[src/hw/rtl/mer_estimator_unit_assert.svh]
// Assertion macros for the MER estimator.
// Each macro expects clk and rst_n to be visible at the point of use.
`ifndef MER_ESTIMATOR_UNIT_ASSERT_SVH
`define MER_ESTIMATOR_UNIT_ASSERT_SVH

`ifndef SYNTH
`define MER_AST_IMP(lbl, ant, con) \
  lbl: assert property (@(posedge clk) disable iff (!rst_n) (ant) |-> (con)) \
    else $error("mer_estimator_unit: same-cycle check failed");
`define MER_AST_NXT(lbl, ant, con) \
  lbl: assert property (@(posedge clk) disable iff (!rst_n) (ant) |=> (con)) \
    else $error("mer_estimator_unit: next-cycle check failed");
`else
`define MER_AST_IMP(lbl, ant, con)
`define MER_AST_NXT(lbl, ant, con)
`endif

`endif

[src/hw/rtl/mer_pkg.sv]
package mer_pkg;

  // defaults for top-level parameters
  localparam int MAX_FRAME_LEN_DEF = 4096;
  localparam int LOG_TBL_DEPTH_DEF = 256;

  // register indexes
  localparam int CFG_IDX_W = 2;
  localparam logic [CFG_IDX_W-1:0] REG_ALPHA     = 2'd0;
  localparam logic [CFG_IDX_W-1:0] REG_MOD_ORDER = 2'd1;
  localparam logic [CFG_IDX_W-1:0] REG_FRAME_LEN = 2'd2;
  localparam int CFG_DATA_W = 16;

  localparam logic [15:0] ALPHA_RST     = 16'd655;
  localparam logic        MOD_ORDER_RST = 1'b1;
  localparam logic [12:0] FRAME_LEN_RST = 13'd64;

  // slicer levels, Q2.13
  localparam int QPSK_LEVEL = 5793;
  localparam int BPSK_LEVEL = 8192;

  // 10*log10(2) in Q.16
  localparam int DB_PER_OCT = 197283;
  localparam logic signed [15:0] MER_SAT = 16'sd32767;

  // shared multiply-accumulate unit geometry
  localparam int MAC_AW = 18;
  localparam int MAC_BW = 32;
  localparam int MAC_PW = MAC_AW + MAC_BW;

  typedef enum logic [1:0] {
    RND_NONE = 2'd0,
    RND_Q16  = 2'd1,
    RND_Q24  = 2'd2
  } rnd_t;

  typedef struct packed {
    logic en;
    logic clr;
    rnd_t rnd;
  } mac_ctl_t;

  typedef struct packed {
    logic        done;
    logic [4:0]  msb;
    logic [15:0] frac;
  } log_sts_t;

  // log2(1 + k/2^kw) in Q.16 by repeated squaring; elaboration only
  function automatic logic [15:0] frac_log2(input int kw, input int k);
    logic [63:0] m;
    logic [15:0] r;
    m = 64'(k + (1 << kw)) << (30 - kw);
    r = '0;
    for (int b = 15; b >= 0; b--) begin
      m = (m * m) >> 30;
      if (m >= 64'h0000_0000_8000_0000) begin
        r[b] = 1'b1;
        m = m >> 1;
      end
    end
    return r;
  endfunction

endpackage

[src/hw/rtl/mer_mac.sv]
module mer_mac (
  input  logic                       clk,
  input  mer_pkg::mac_ctl_t          ctl,
  input  logic [mer_pkg::MAC_AW-1:0] op_a,
  input  logic [mer_pkg::MAC_BW-1:0] op_b,
  output logic [mer_pkg::MAC_PW-1:0] acc
);

  logic [mer_pkg::MAC_PW-1:0] acc_r;
  logic [mer_pkg::MAC_PW-1:0] acc_nxt;
  logic [mer_pkg::MAC_PW-1:0] base;
  logic [mer_pkg::MAC_PW-1:0] prod;

  always_comb begin
    case (ctl.rnd)
      mer_pkg::RND_Q16: base = mer_pkg::MAC_PW'(1) << 15;
      mer_pkg::RND_Q24: base = mer_pkg::MAC_PW'(1) << 23;
      default:          base = '0;
    endcase
    if (!ctl.clr) begin
      base = acc_r;
    end
    prod    = mer_pkg::MAC_PW'(op_a) * mer_pkg::MAC_PW'(op_b);
    acc_nxt = base + prod;
  end

  always_ff @(posedge clk) begin
    if (ctl.en) begin
      acc_r <= acc_nxt;
    end
  end

  assign acc = acc_r;

endmodule

[src/hw/rtl/mer_log.sv]
module mer_log #(
  parameter int TBL_DEPTH = mer_pkg::LOG_TBL_DEPTH_DEF
) (
  input  logic              clk,
  input  logic              rst_n,
  input  logic              start,
  input  logic [31:0]       avg,
  output mer_pkg::log_sts_t sts
);

  localparam int KW = $clog2(TBL_DEPTH);

  logic [31:0] n_r, n_nxt;
  logic [4:0]  p_r, p_nxt;
  logic        busy_r, busy_nxt;
  logic [15:0] log_tbl [TBL_DEPTH];

  for (genvar g = 0; g < TBL_DEPTH; g++) begin : g_tbl
    assign log_tbl[g] = mer_pkg::frac_log2(KW, g);
  end

  // one-bit-per-cycle normalize: shift until the leading one sits at bit 31
  always_comb begin
    n_nxt    = n_r;
    p_nxt    = p_r;
    busy_nxt = busy_r;
    if (start) begin
      n_nxt    = avg;
      p_nxt    = 5'd31;
      busy_nxt = 1'b1;
    end else if (busy_r) begin
      if (n_r[31]) begin
        busy_nxt = 1'b0;
      end else begin
        n_nxt = {n_r[30:0], 1'b0};
        p_nxt = p_r - 5'd1;
      end
    end
  end

  always_ff @(posedge clk) begin
    if (!rst_n) begin
      busy_r <= 1'b0;
    end else begin
      busy_r <= busy_nxt;
    end
  end

  always_ff @(posedge clk) begin
    n_r <= n_nxt;
    p_r <= p_nxt;
  end

  assign sts.done = busy_r & n_r[31];
  assign sts.msb  = p_r;
  assign sts.frac = log_tbl[n_r[30 -: KW]];

endmodule

[src/hw/rtl/mer_estimator_unit.sv]
// MER estimator: slice, squared error, exponential average, dB at frame end.
// One sample at a time: the shared 18x32 multiply-accumulate unit runs five
// sequencer steps after the transfer while the input stalls. Frame-end sample:
// NORM (leading-one search of the average), SCALE, then ROUND loads the result
// register once the output is free; a zero average goes straight to ROUND.
// Reset (rst_n low, synchronous): defaults, average and count cleared.
`include "mer_estimator_unit_assert.svh"

module mer_estimator_unit #(
  parameter int MAX_FRAME_LEN   = mer_pkg::MAX_FRAME_LEN_DEF,
  parameter int LOG_TABLE_DEPTH = mer_pkg::LOG_TBL_DEPTH_DEF
) (
  input  logic                           clk,
  input  logic                           rst_n,
  // sample channel
  input  logic                           in_valid,
  output logic                           in_stall,
  input  logic signed [15:0]             in_i_sample,
  input  logic signed [15:0]             in_q_sample,
  // result channel
  output logic                           out_valid,
  input  logic                           out_stall,
  output logic signed [15:0]             out_mer_db,
  // register writes
  input  logic                           cfg_valid,
  output logic                           cfg_ready,
  input  logic [mer_pkg::CFG_IDX_W-1:0]  cfg_index,
  input  logic [mer_pkg::CFG_DATA_W-1:0] cfg_data
);

  // frame counter widths: position stays below the max length, position+1 reaches it
  localparam int PW   = (MAX_FRAME_LEN > 1) ? $clog2(MAX_FRAME_LEN) : 1;
  localparam int LW_M = $clog2(MAX_FRAME_LEN + 1);
  localparam int LW   = (LW_M > 13) ? LW_M : 13;

  typedef enum logic [8:0] {
    ST_IDLE  = 9'b0_0000_0001,
    ST_SQI   = 9'b0_0000_0010,  // |ei|^2
    ST_SQQ   = 9'b0_0000_0100,  // + |eq|^2
    ST_UPD1  = 9'b0_0000_1000,  // (1-alpha)*avg + round
    ST_UPD2  = 9'b0_0001_0000,  // + alpha*err
    ST_AVG   = 9'b0_0010_0000,  // write back average, decide on result
    ST_NORM  = 9'b0_0100_0000,  // leading-one search and table lookup
    ST_SCALE = 9'b0_1000_0000,  // octaves times dB per octave
    ST_ROUND = 9'b1_0000_0000   // load result register
  } state_t;

  state_t state_r, state_nxt;

  // configuration
  logic [15:0] alpha_r;
  logic        mod_r;
  logic [12:0] flen_r;

  // datapath registers
  logic [31:0]   avg_r, avg_nxt;
  logic [PW-1:0] pos_r;
  logic          last_r;
  logic [15:0]   emi_r, emq_r;
  logic [29:0]   err_r;
  logic [20:0]   dmag_r;
  logic          neg_r;
  logic          sat_r;
  logic          out_valid_r;
  logic signed [15:0] mer_r;

  logic in_xfer, cfg_xfer, out_free;

  assign in_xfer  = in_valid & ~in_stall;
  assign cfg_xfer = cfg_valid & cfg_ready;
  assign out_free = ~out_valid_r | ~out_stall;

  // a pending register write goes first; the sample is stalled while cfg_valid is high
  assign in_stall  = (state_r != ST_IDLE) | cfg_valid;
  assign cfg_ready = (state_r == ST_IDLE);
  assign out_valid  = out_valid_r;
  assign out_mer_db = mer_r;

  // ---------------------------------------------------------------
  // Slicer: nearest point, ties at zero go positive. Error magnitudes
  // are at most 32768, so 16 unsigned bits hold them.
  // ---------------------------------------------------------------
  logic signed [17:0] si_x, sq_x, ideal_i, ideal_q, ei, eq;
  logic [17:0] ei_abs, eq_abs;

  always_comb begin
    si_x = 18'(in_i_sample);
    sq_x = 18'(in_q_sample);
    if (mod_r) begin
      ideal_i = in_i_sample[15] ? -18'(mer_pkg::QPSK_LEVEL) : 18'(mer_pkg::QPSK_LEVEL);
      ideal_q = in_q_sample[15] ? -18'(mer_pkg::QPSK_LEVEL) : 18'(mer_pkg::QPSK_LEVEL);
    end else begin
      ideal_i = in_i_sample[15] ? -18'(mer_pkg::BPSK_LEVEL) : 18'(mer_pkg::BPSK_LEVEL);
      ideal_q = '0;
    end
    ei     = ideal_i - si_x;
    eq     = ideal_q - sq_x;
    ei_abs = ei[17] ? 18'(-ei) : 18'(ei);
    eq_abs = eq[17] ? 18'(-eq) : 18'(eq);
  end

  // frame end: length 0 counts as 1, above the max clamps to the max
  logic [LW-1:0] len_eff, pos_inc;
  logic          last_now;

  always_comb begin
    len_eff = LW'(flen_r);
    if (len_eff == '0) begin
      len_eff = LW'(1);
    end else if (len_eff > LW'(MAX_FRAME_LEN)) begin
      len_eff = LW'(MAX_FRAME_LEN);
    end
    pos_inc  = LW'(pos_r) + LW'(1);
    last_now = (pos_inc >= len_eff);
  end

  // ---------------------------------------------------------------
  // Shared multiply-accumulate unit
  // ---------------------------------------------------------------
  mer_pkg::mac_ctl_t          mac_ctl;
  logic [mer_pkg::MAC_AW-1:0] mac_a;
  logic [mer_pkg::MAC_BW-1:0] mac_b;
  logic [mer_pkg::MAC_PW-1:0] acc_r;

  always_comb begin
    mac_ctl.en  = 1'b0;
    mac_ctl.clr = 1'b0;
    mac_ctl.rnd = mer_pkg::RND_NONE;
    mac_a       = '0;
    mac_b       = '0;
    case (state_r)
      ST_SQI: begin
        mac_ctl.en  = 1'b1;
        mac_ctl.clr = 1'b1;
        mac_a       = mer_pkg::MAC_AW'(emi_r);
        mac_b       = mer_pkg::MAC_BW'(emi_r);
      end
      ST_SQQ: begin
        mac_ctl.en = 1'b1;
        mac_a      = mer_pkg::MAC_AW'(emq_r);
        mac_b      = mer_pkg::MAC_BW'(emq_r);
      end
      ST_UPD1: begin
        mac_ctl.en  = 1'b1;
        mac_ctl.clr = 1'b1;
        mac_ctl.rnd = mer_pkg::RND_Q16;
        mac_a       = mer_pkg::MAC_AW'(17'h1_0000 - {1'b0, alpha_r});
        mac_b       = avg_r;
      end
      ST_UPD2: begin
        mac_ctl.en = 1'b1;
        mac_a      = mer_pkg::MAC_AW'(alpha_r);
        mac_b      = mer_pkg::MAC_BW'(err_r);
      end
      ST_SCALE: begin
        mac_ctl.en  = 1'b1;
        mac_ctl.clr = 1'b1;
        mac_ctl.rnd = mer_pkg::RND_Q24;
        mac_a       = mer_pkg::MAC_AW'(mer_pkg::DB_PER_OCT);
        mac_b       = mer_pkg::MAC_BW'(dmag_r);
      end
      default: begin
        mac_ctl.en = 1'b0;
      end
    endcase
  end

  mer_mac u_mac (
    .clk  (clk),
    .ctl  (mac_ctl),
    .op_a (mac_a),
    .op_b (mac_b),
    .acc  (acc_r)
  );

  // new average: accumulator >> 16, clamped to 32 bits
  logic [33:0] avg_wide;
  assign avg_wide = acc_r[49:16];
  assign avg_nxt  = (|avg_wide[33:32]) ? '1 : avg_wide[31:0];

  // ---------------------------------------------------------------
  // Logarithm: leading-one search plus fraction table
  // ---------------------------------------------------------------
  logic              log_start;
  mer_pkg::log_sts_t log_sts;

  assign log_start = (state_r == ST_AVG) && last_r && (avg_nxt != '0);

  mer_log #(
    .TBL_DEPTH (LOG_TABLE_DEPTH)
  ) u_log (
    .clk   (clk),
    .rst_n (rst_n),
    .start (log_start),
    .avg   (avg_nxt),
    .sts   (log_sts)
  );

  // octaves below 2^-24 scale: (24 << 16) - log2(avg), Q.16
  logic [20:0]        lg;
  logic signed [22:0] dq;
  assign lg = {log_sts.msb, log_sts.frac};
  assign dq = 23'sd1572864 - signed'({2'b00, lg});

  // rounded dB magnitude, Q8.8
  logic [15:0]        mag;
  logic signed [15:0] mer_val;
  assign mag     = acc_r[39:24];
  assign mer_val = sat_r ? mer_pkg::MER_SAT : (neg_r ? signed'(-mag) : signed'(mag));

  // ---------------------------------------------------------------
  // Sequencer
  // ---------------------------------------------------------------
  always_comb begin
    state_nxt = state_r;
    case (state_r)
      ST_IDLE: begin
        if (in_xfer) begin
          state_nxt = ST_SQI;
        end
      end
      ST_SQI:  state_nxt = ST_SQQ;
      ST_SQQ:  state_nxt = ST_UPD1;
      ST_UPD1: state_nxt = ST_UPD2;
      ST_UPD2: state_nxt = ST_AVG;
      ST_AVG: begin
        if (!last_r) begin
          state_nxt = ST_IDLE;
        end else if (avg_nxt == '0) begin
          state_nxt = ST_ROUND;
        end else begin
          state_nxt = ST_NORM;
        end
      end
      ST_NORM: begin
        if (log_sts.done) begin
          state_nxt = ST_SCALE;
        end
      end
      ST_SCALE: state_nxt = ST_ROUND;
      ST_ROUND: begin
        if (out_free) begin
          state_nxt = ST_IDLE;
        end
      end
      default: state_nxt = ST_IDLE;
    endcase
  end

  // control state
  always_ff @(posedge clk) begin
    if (!rst_n) begin
      state_r     <= ST_IDLE;
      alpha_r     <= mer_pkg::ALPHA_RST;
      mod_r       <= mer_pkg::MOD_ORDER_RST;
      flen_r      <= mer_pkg::FRAME_LEN_RST;
      avg_r       <= '0;
      pos_r       <= '0;
      out_valid_r <= 1'b0;
    end else begin
      state_r <= state_nxt;
      if (state_r == ST_AVG) begin
        avg_r <= avg_nxt;
      end
      if (in_xfer) begin
        pos_r <= last_now ? '0 : pos_inc[PW-1:0];
      end
      if (cfg_xfer) begin
        case (cfg_index)
          mer_pkg::REG_ALPHA: begin
            alpha_r <= cfg_data;
            avg_r   <= '0;
          end
          mer_pkg::REG_MOD_ORDER: mod_r  <= cfg_data[0];
          mer_pkg::REG_FRAME_LEN: flen_r <= cfg_data[12:0];
          default: ;
        endcase
      end
      if (state_r == ST_ROUND && out_free) begin
        out_valid_r <= 1'b1;
      end else if (!out_stall) begin
        out_valid_r <= 1'b0;
      end
    end
  end

  // payload registers
  always_ff @(posedge clk) begin
    if (in_xfer) begin
      emi_r  <= ei_abs[15:0];
      emq_r  <= eq_abs[15:0];
      last_r <= last_now;
    end
    if (state_r == ST_UPD1) begin
      err_r <= acc_r[31:2];
    end
    if (state_r == ST_AVG) begin
      sat_r <= (avg_nxt == '0);
    end
    if (state_r == ST_NORM && log_sts.done) begin
      neg_r  <= dq[22];
      dmag_r <= dq[22] ? 21'(-dq) : 21'(dq);
    end
    if (state_r == ST_ROUND && out_free) begin
      mer_r <= mer_val;
    end
  end

  // ---------------------------------------------------------------
  // Checks
  // ---------------------------------------------------------------
  `MER_AST_IMP(a_pos_range, 1'b1, LW'(pos_r) < LW'(MAX_FRAME_LEN))
  `MER_AST_IMP(a_norm_nonzero, state_r == ST_NORM, avg_r != '0)
  `MER_AST_IMP(a_db_fits, (state_r == ST_ROUND) && !sat_r, acc_r[49:39] == '0)
  `MER_AST_NXT(a_avg_bound, state_r == ST_AVG,
               (avg_r <= $past(avg_r)) || (avg_r <= {2'b00, err_r}))

endmodule
[config.mk]
export PLATFORM = sky130hd
export DESIGN_NAME = mer_estimator_unit
export DESIGN_NICKNAME = d
export VERILOG_FILES = /design/src/hw/rtl/mer_pkg.sv /design/src/hw/rtl/mer_mac.sv /design/src/hw/rtl/mer_log.sv /design/src/hw/rtl/mer_estimator_unit.sv
export VERILOG_INCLUDE_DIRS = /design/src /design/src/hw/rtl
export SDC_FILE = /design/constraint.sdc
export NUM_CORES = 2
export LEC_CHECK = 0
export ABC_AREA = 1
export BUFFER_PORTS_ARGS = -buffer_cell sky130_fd_sc_hd__buf_2
export CORE_ASPECT_RATIO = 1.75
export CORE_UTILIZATION = 46
export CTS_CLUSTER_DIAMETER = 200
export DETAILED_ROUTE_END_ITERATION = 6
export SYNTH_ARGS = -nofsm -noshare
export SYNTH_HDL_FRONTEND = slang
export SYNTH_SLANG_ARGS = --single-unit
[constraint.sdc]
create_clock -name clk -period 23 [get_ports clk]
set_clock_uncertainty 0.15 [all_clocks]
set_input_delay 3.45 -clock clk [delete_from_list [all_inputs] [get_ports clk]]
set_output_delay 3.45 -clock clk [all_outputs]
set_load 0.03 [all_outputs]
== Word level (Yosys, flattened, before mapping) ==
Memory sizes are Yosys's and may differ from the RTL's.
Cells that the tools add are included.

* Input bits: 55
* Memory bits (writable): 0
* Output and inout bits: 19
* Bits in read-only memories: 4096
* Bits in registers: 274
* Bits in latches: 0
* Memories kept: 1

{| class="wikitable"
|+ Memory list
! memory !! words !! width !! rd ports !! clocked after memory_dff !! write ports !! RTL line !! source
|-
| (no name shown) || 256 || 16 || 1 || 0 || 0 || mer_log.sv:56 || <nowiki>assign sts.frac = log_tbl[n_r[30 -: KW]];</nowiki>
|}

* $lt $le $gt $ge: 3
* Bitwise logic cells: 10
* Multipliers: 1
* Reductions and logical operators: 18
* Divide/modulo/power cells: 0
* Multiplexer cells: 39
* Shift-type cells: 0
* Add/sub/neg operators: 11
* Equality and inequality tests: 19

{| class="wikitable"
|+ Operators by type and width
! cell !! count
|-
| $mux W32 || 7
|-
| $pmux W32 S5 || 1
|-
| $mux W18 || 5
|-
| $pmux W18 S5 || 1
|-
| $pmux W9 S9 || 1
|-
| $mux W16 || 5
|-
| $add A50 B50 Y50 || 1
|-
| $mul A18 B32 Y50 || 1
|-
| $mux W50 || 1
|-
| $neg A16 Y16 || 3
|-
| $pmux W24 S2 || 1
|-
| $mux W9 || 5
|-
| $sub A18 B16 Y18 || 2
|-
| $logic_not A32 Y1 || 1
|-
| $reduce_bool A32 Y1 || 1
|-
| $mux W13 || 2
|-
| $sub A21 B21 Y22 const A || 1
|-
| $mux W21 || 1
|-
| $neg A21 Y21 || 1
|-
| $sub A17 B16 Y18 const A || 1
|-
| $add A12 B1 Y13 const B || 1
|-
| $ge A13 B13 Y1 || 1
|-
| $gt A13 B13 Y1 const B || 1
|-
| $logic_not A13 Y1 || 1
|-
| other kinds (31) || 55
|}

== Longest topological paths before layout ==
* Depth in word-level cells: 7
* Mapped depth: 45
* Gate-level depth less buffers: 44

== Hierarchy ==
A second synthesis with hierarchy kept.

* Cells, all modules: 5942
* Area total of the unflattened synthesis: 41614.9 um^2

{| class="wikitable"
|+ Modules (own cells, without submodules)
! module !! cells each !! times used !! area each (um^2)
|-
| mer_mac || 3227 || 1 || 23547.6
|-
| mer_estimator_unit || 1682 || 1 || 12350.6
|-
| mer_log || 1033 || 1 || 5716.7
|}

== Worst setup path after synthesis ==
OpenSTA, ideal clock, no wires.

* Path type: reg2reg
* From: register state_r[4]
* To: register u_mac.acc_r, in the netlist u_mac.acc[46], data pin
* Slack: 15030 ps
* Arrival time: 7561 ps
* Cell stages (with the launch flop): 35
* Library setup time: 259 ps
* Clock period less this slack: 7970 ps
* Path buffers: 2
* Path through: dfxtp_1 nor2_1 nand2_1 nor3_1 nand3_1 clkinv_1 buf_2 buf_2 a21oi_1 inv_1 nand2_1 fa_1 inv_1 fa_1 inv_1 fa_1 inv_1 fa_1 fa_1 inv_1 fa_1 inv_1 ha_1 nand2_1 nor2_1 inv_1 nor2_1 inv_1 nor4_1 a21oi_1 o21ai_0 nand3_1 o311ai_0 a21oi_1 xnor2_1

* Longest elaborated chain between the ends: 6

{| class="wikitable"
|+ Ends and longest elaborated chain
! what !! RTL line !! source
|-
| start: declaration || mer_estimator_unit.sv:48 || <nowiki>state_t state_r, state_nxt;</nowiki>
|-
| start signal: assignment || mer_estimator_unit.sv:261 || <nowiki>state_r <= state_nxt;</nowiki>
|-
| branches (longest 5 deep; another with $mul A18 B32 Y50) || -- ||
|-
| $add A50 B50 Y50 (*) || mer_mac.sv:24 || <nowiki>acc_nxt = base + prod;</nowiki>
|-
| net u_mac.acc_nxt, one bit || mer_mac.sv:10 || <nowiki>logic [mer_pkg::MAC_PW-1:0] acc_nxt;</nowiki>
|-
| end signal: assignment || mer_mac.sv:29 || <nowiki>acc_r <= acc_nxt;</nowiki>
|-
| end: declaration || mer_mac.sv:9 || <nowiki>logic [mer_pkg::MAC_PW-1:0] acc_r;</nowiki>
|}

Mark *: on every way through the listed nets, which the timed path passes.
A chain may end at the register's enable or synchronous reset.

== Final worst setup path ==
* From: register state_r[3]
* To: register u_mac.acc_r, in the netlist u_mac.acc[46], data pin

Same word-level chain as after synthesis.

==> impl_metrics.toml <==
[sta]
finalMaxSlewViolations = 0
timing.hold.ws_ns = 0.319
rsz0062_at_grt = "false"
postLayoutSetupSlackWorst_ns = 12.93
final.min_clock_period_ns = 10.07
timing.max_slew.rel_slack_pct = 22.7
setup-violations-final = 0
fin_crit_sh_pct = 43.8
max_fclk_mhz = 99.3
final-hold-violation-count = 0
worst_slew_pin_slew_ns = 1.16
setup-tns-final_ns = 0

[yosys]
ys.flop_type = "edfxtp_1"
synth_enable_flop_cells = 184
synth_seq_area_share_pct = 18.7
mapped_cell_area_sq_um = 39200
yosys.cell_types.count = 60
synth_seq_cells = 274
syn_inst = 5228
synth.top_cells.by_area = "fa_1 (27%), edfxtp_1 (14%), inv_1 (11%), nand2_1 (11%), ha_1 (6.9%)"
yosys_warnings = 0
synth.top_cell.area_share_pct = 27.2
synthArstFlopShare_pct = 0
avgSynthCellArea_sq_um = 7.50
yosys.area.top_type = "fa_1"

[final_layout]
synthToLayoutAreaGrowth_pct = 6.11
final_layout_size_suffix_gt1_share_pct = 5.65
fillCellCount = 8632
layout.cells.most_common = "inv_1"
finalNonFillerCells = 6330
commonest_cells_after_routing_fill_and_taps_aside = "inv_1 (1154), nand2_1 (1130), nor2_1 (570)"
layout.nets = 6041

[routing]
finalWirelength_mm = 152
avgRoutedWirePerCell_um = 23.9
route.detailed.vias_per_inst = 5.55
drt_iter0_drc = 2784
detail_route.first_pass.iterations = 6
drc_violations_left = 0
via_count = 35100
route.antenna.remaining_nets = 0

[floorplan]
die-height_um = 388
die-width_um = 223
die_area_sq_um = 86500
num_io_pins = 74
rows = 141
floorplan.initialDensity_pct = 46.4
fp.coreArea_sq_um = 84500

[place]
post-dp-hpwl_mm = 120
placedCellCount = 6284
place.port_buffers = 73
pre_cts_ws_ns = 12.95
place_congestion = 1.06

[setup_path]
critical_path.n_buffers_inverters = 12
crit_path_max_fanout = 31
worst_ep_arrival_time_ns = 10.24
standard_cell_with_the_maximum_stage_delay_on_the_critical_path = "nand3_2"
critical_path.startpoint_type = "flip-flop"
worst_path_most_repeated_cell = "inv_1"
crit_required_ns = 23.16
max_stage_delay_ns = 0.59
crit_family = "adder cells"
timing_worst_setup_path_type = "reg2reg"
worst_setup_path_end_kind = "flip-flop"
ff2ff_setup_slack_ns = 12.93

[power]
p_leak_nw = 21.0
vdd_ir_drop_max_mv = 0.0525
finalPower_w = 0.00155
switching_share_pct = 38.2
power_frac_clock_pct = 28.7
power.internal_w = 0.000959
fraction_of_power_consumed_by_sequential_logic_pct = 39.3
combinationalPowerShare_pct = 32.1
total_switching_power_w = 0.000592
power_density_nw_per_um2 = 37.3

[clocking]
number_of_clock_sinks_seen_by_cts = 274
htreeDepth = 1
cts-root-buf = "clkbuf_16"
buffer_levels_on_the_longest_clock_path = 3
tritoncts.num_buffers = 24
cts_tree = "yes"
worst_skew_late_latency_ns = 0.60
postCtsSetupRepairBufs = 0
post_cts_hold_buffer_count = 0
cts_resized = 0
clkTransAtPathRegs_ns = 0.08

[global_route]
grt_util_all_layers_pct = 35.5
grt_start_max_net_pins = 72
grt-ovfl-total = 0
first_global_vias = 36600
number_of_antenna_violations_at_the_first_check_in_global_routing = 4
first_pass_grt_wire_length_mm = 226

[run_status]
status = "finished, final reports clean"

[run]
maxCapViolCount = 0

[min_path]
min_path_type = "reg2reg"
-- through the flow --
stage | area, sq um | util (%)
6_report | 41600 | 49.3
4_1_cts | 41600 | 49.2
3_3_place_gp | 40800 | 48.3
5_1_grt | 41600 | 49.3
2_1_floorplan | 39300 | -
3_5_place_dp | 40800 | 48.3
-- registers in the layout, indices dropped and copies added (netlist names) --
signal and count:
last_r 1, out_mer_db 16, pos_r 12, u_log.busy_r 1, avg_r 32, flen_r 13
u_log.n_r 32, alpha_r 16, emq_r 16, err_r 30, neg_r 1, u_log.p_r 5
mod_r 1, out_valid 1, sat_r 1, emi_r 16, u_mac.acc 50, dmag_r 21
state_r 9
-- synth_stat cells (10+ instances only) --
cell type and number:
o21ai_1 14, nand3_1 259, nand4_1 27, ha_1 215, buf_4 15, xnor2_1 36, nand2_2 14, nor2_2 15
fa_1 533, xor2_1 85, inv_1 1154, dfxtp_1 90, a21oi_1 234, a32o_1 12, nor4_1 20, clkbuf_1 89
nand2_1 1133, edfxtp_1 184, o211ai_1 20, nor2_1 573, inv_2 10, clkinv_1 25, o21ai_0 212, buf_2 54
a31oi_1 34, nor3_1 31
-- worst paths after layout --
path / endpoint / start / cells after the start
max: u_mac.acc[46]$_DFFE_PP_ / state_r[3]$_SDFFE_PN0P_ / 36
min: avg_r[15]$_SDFF_PN0_ / avg_r[15]$_SDFF_PN0_ / 2
max reg2reg: u_mac.acc[46]$_DFFE_PP_ / state_r[3]$_SDFFE_PN0P_ / 36
min reg2reg: avg_r[15]$_SDFF_PN0_ / avg_r[15]$_SDFF_PN0_ / 2
-- worst min-delay path: cells and delay by family (launching register included) --
family | cells | cell delay, ns
AO/OA/AOI/OAI | 1 | 0.05
flip-flops | 1 | 0.32
AND/OR/NAND/NOR | 1 | 0.06
-- metal layers --
layer	up-vias	wire length, um	part of all wire (%)	track usage [%]
met2	1511	76400	50	62.9
met4	4	15500	10	31.0
li1	16000	-	-	-
met1	17100	49600	33	36.2
met3	585	10000	6.6	5.35
met5	-	31	0.020	0
-- kinds of logic (layout without fill, tap and decap cells) --
logic type / Yosys count / count (layout) / synth area share, %
other: 2 / 13 / 0.0191
DFF: 274 / 274 / 18.7
adders and majority gates: 748 / 748 / 34.1
AOI/OAI and AO/OA: 597 / 597 / 8.61
xor gates and xnor gates: 121 / 121 / 2.70
and+or+nand+nor: 2123 / 2123 / 22.4
buffers and inverters: 1363 / 1382 / 13.5
-- cell type report --
class | count | area (sq um) | share of cell area, %
Clock buffer | 28 | 626 | 1.50
Inverter | 1189 | 4460 | 10.7
Sequential cell | 274 | 7330 | 17.6
Timing Repair Buffer | 149 | 936 | 2.25
Tap cell | 1072 | 1340 | 3.22
Multi-Input combinational cell | 3600 | 26700 | 64.2
Clock inverter | 16 | 201 | 0.484
Antenna cell | 2 | 5.00 | 0.0120
-- power by group through the flow --
stage	sequential, W	combinational, W	clock (W)
2_1_floorplan	0.000598	0.000337	0
3_3_place_gp	0.000619	0.000487	0
3_5_place_dp	0.000618	0.000489	0
4_1_cts	0.000608	0.000493	0.000448
5_1_grt	0.000610	0.000549	0.000463
6_report	0.000609	0.000497	0.000445
Power figures use the tool's default switching activity.
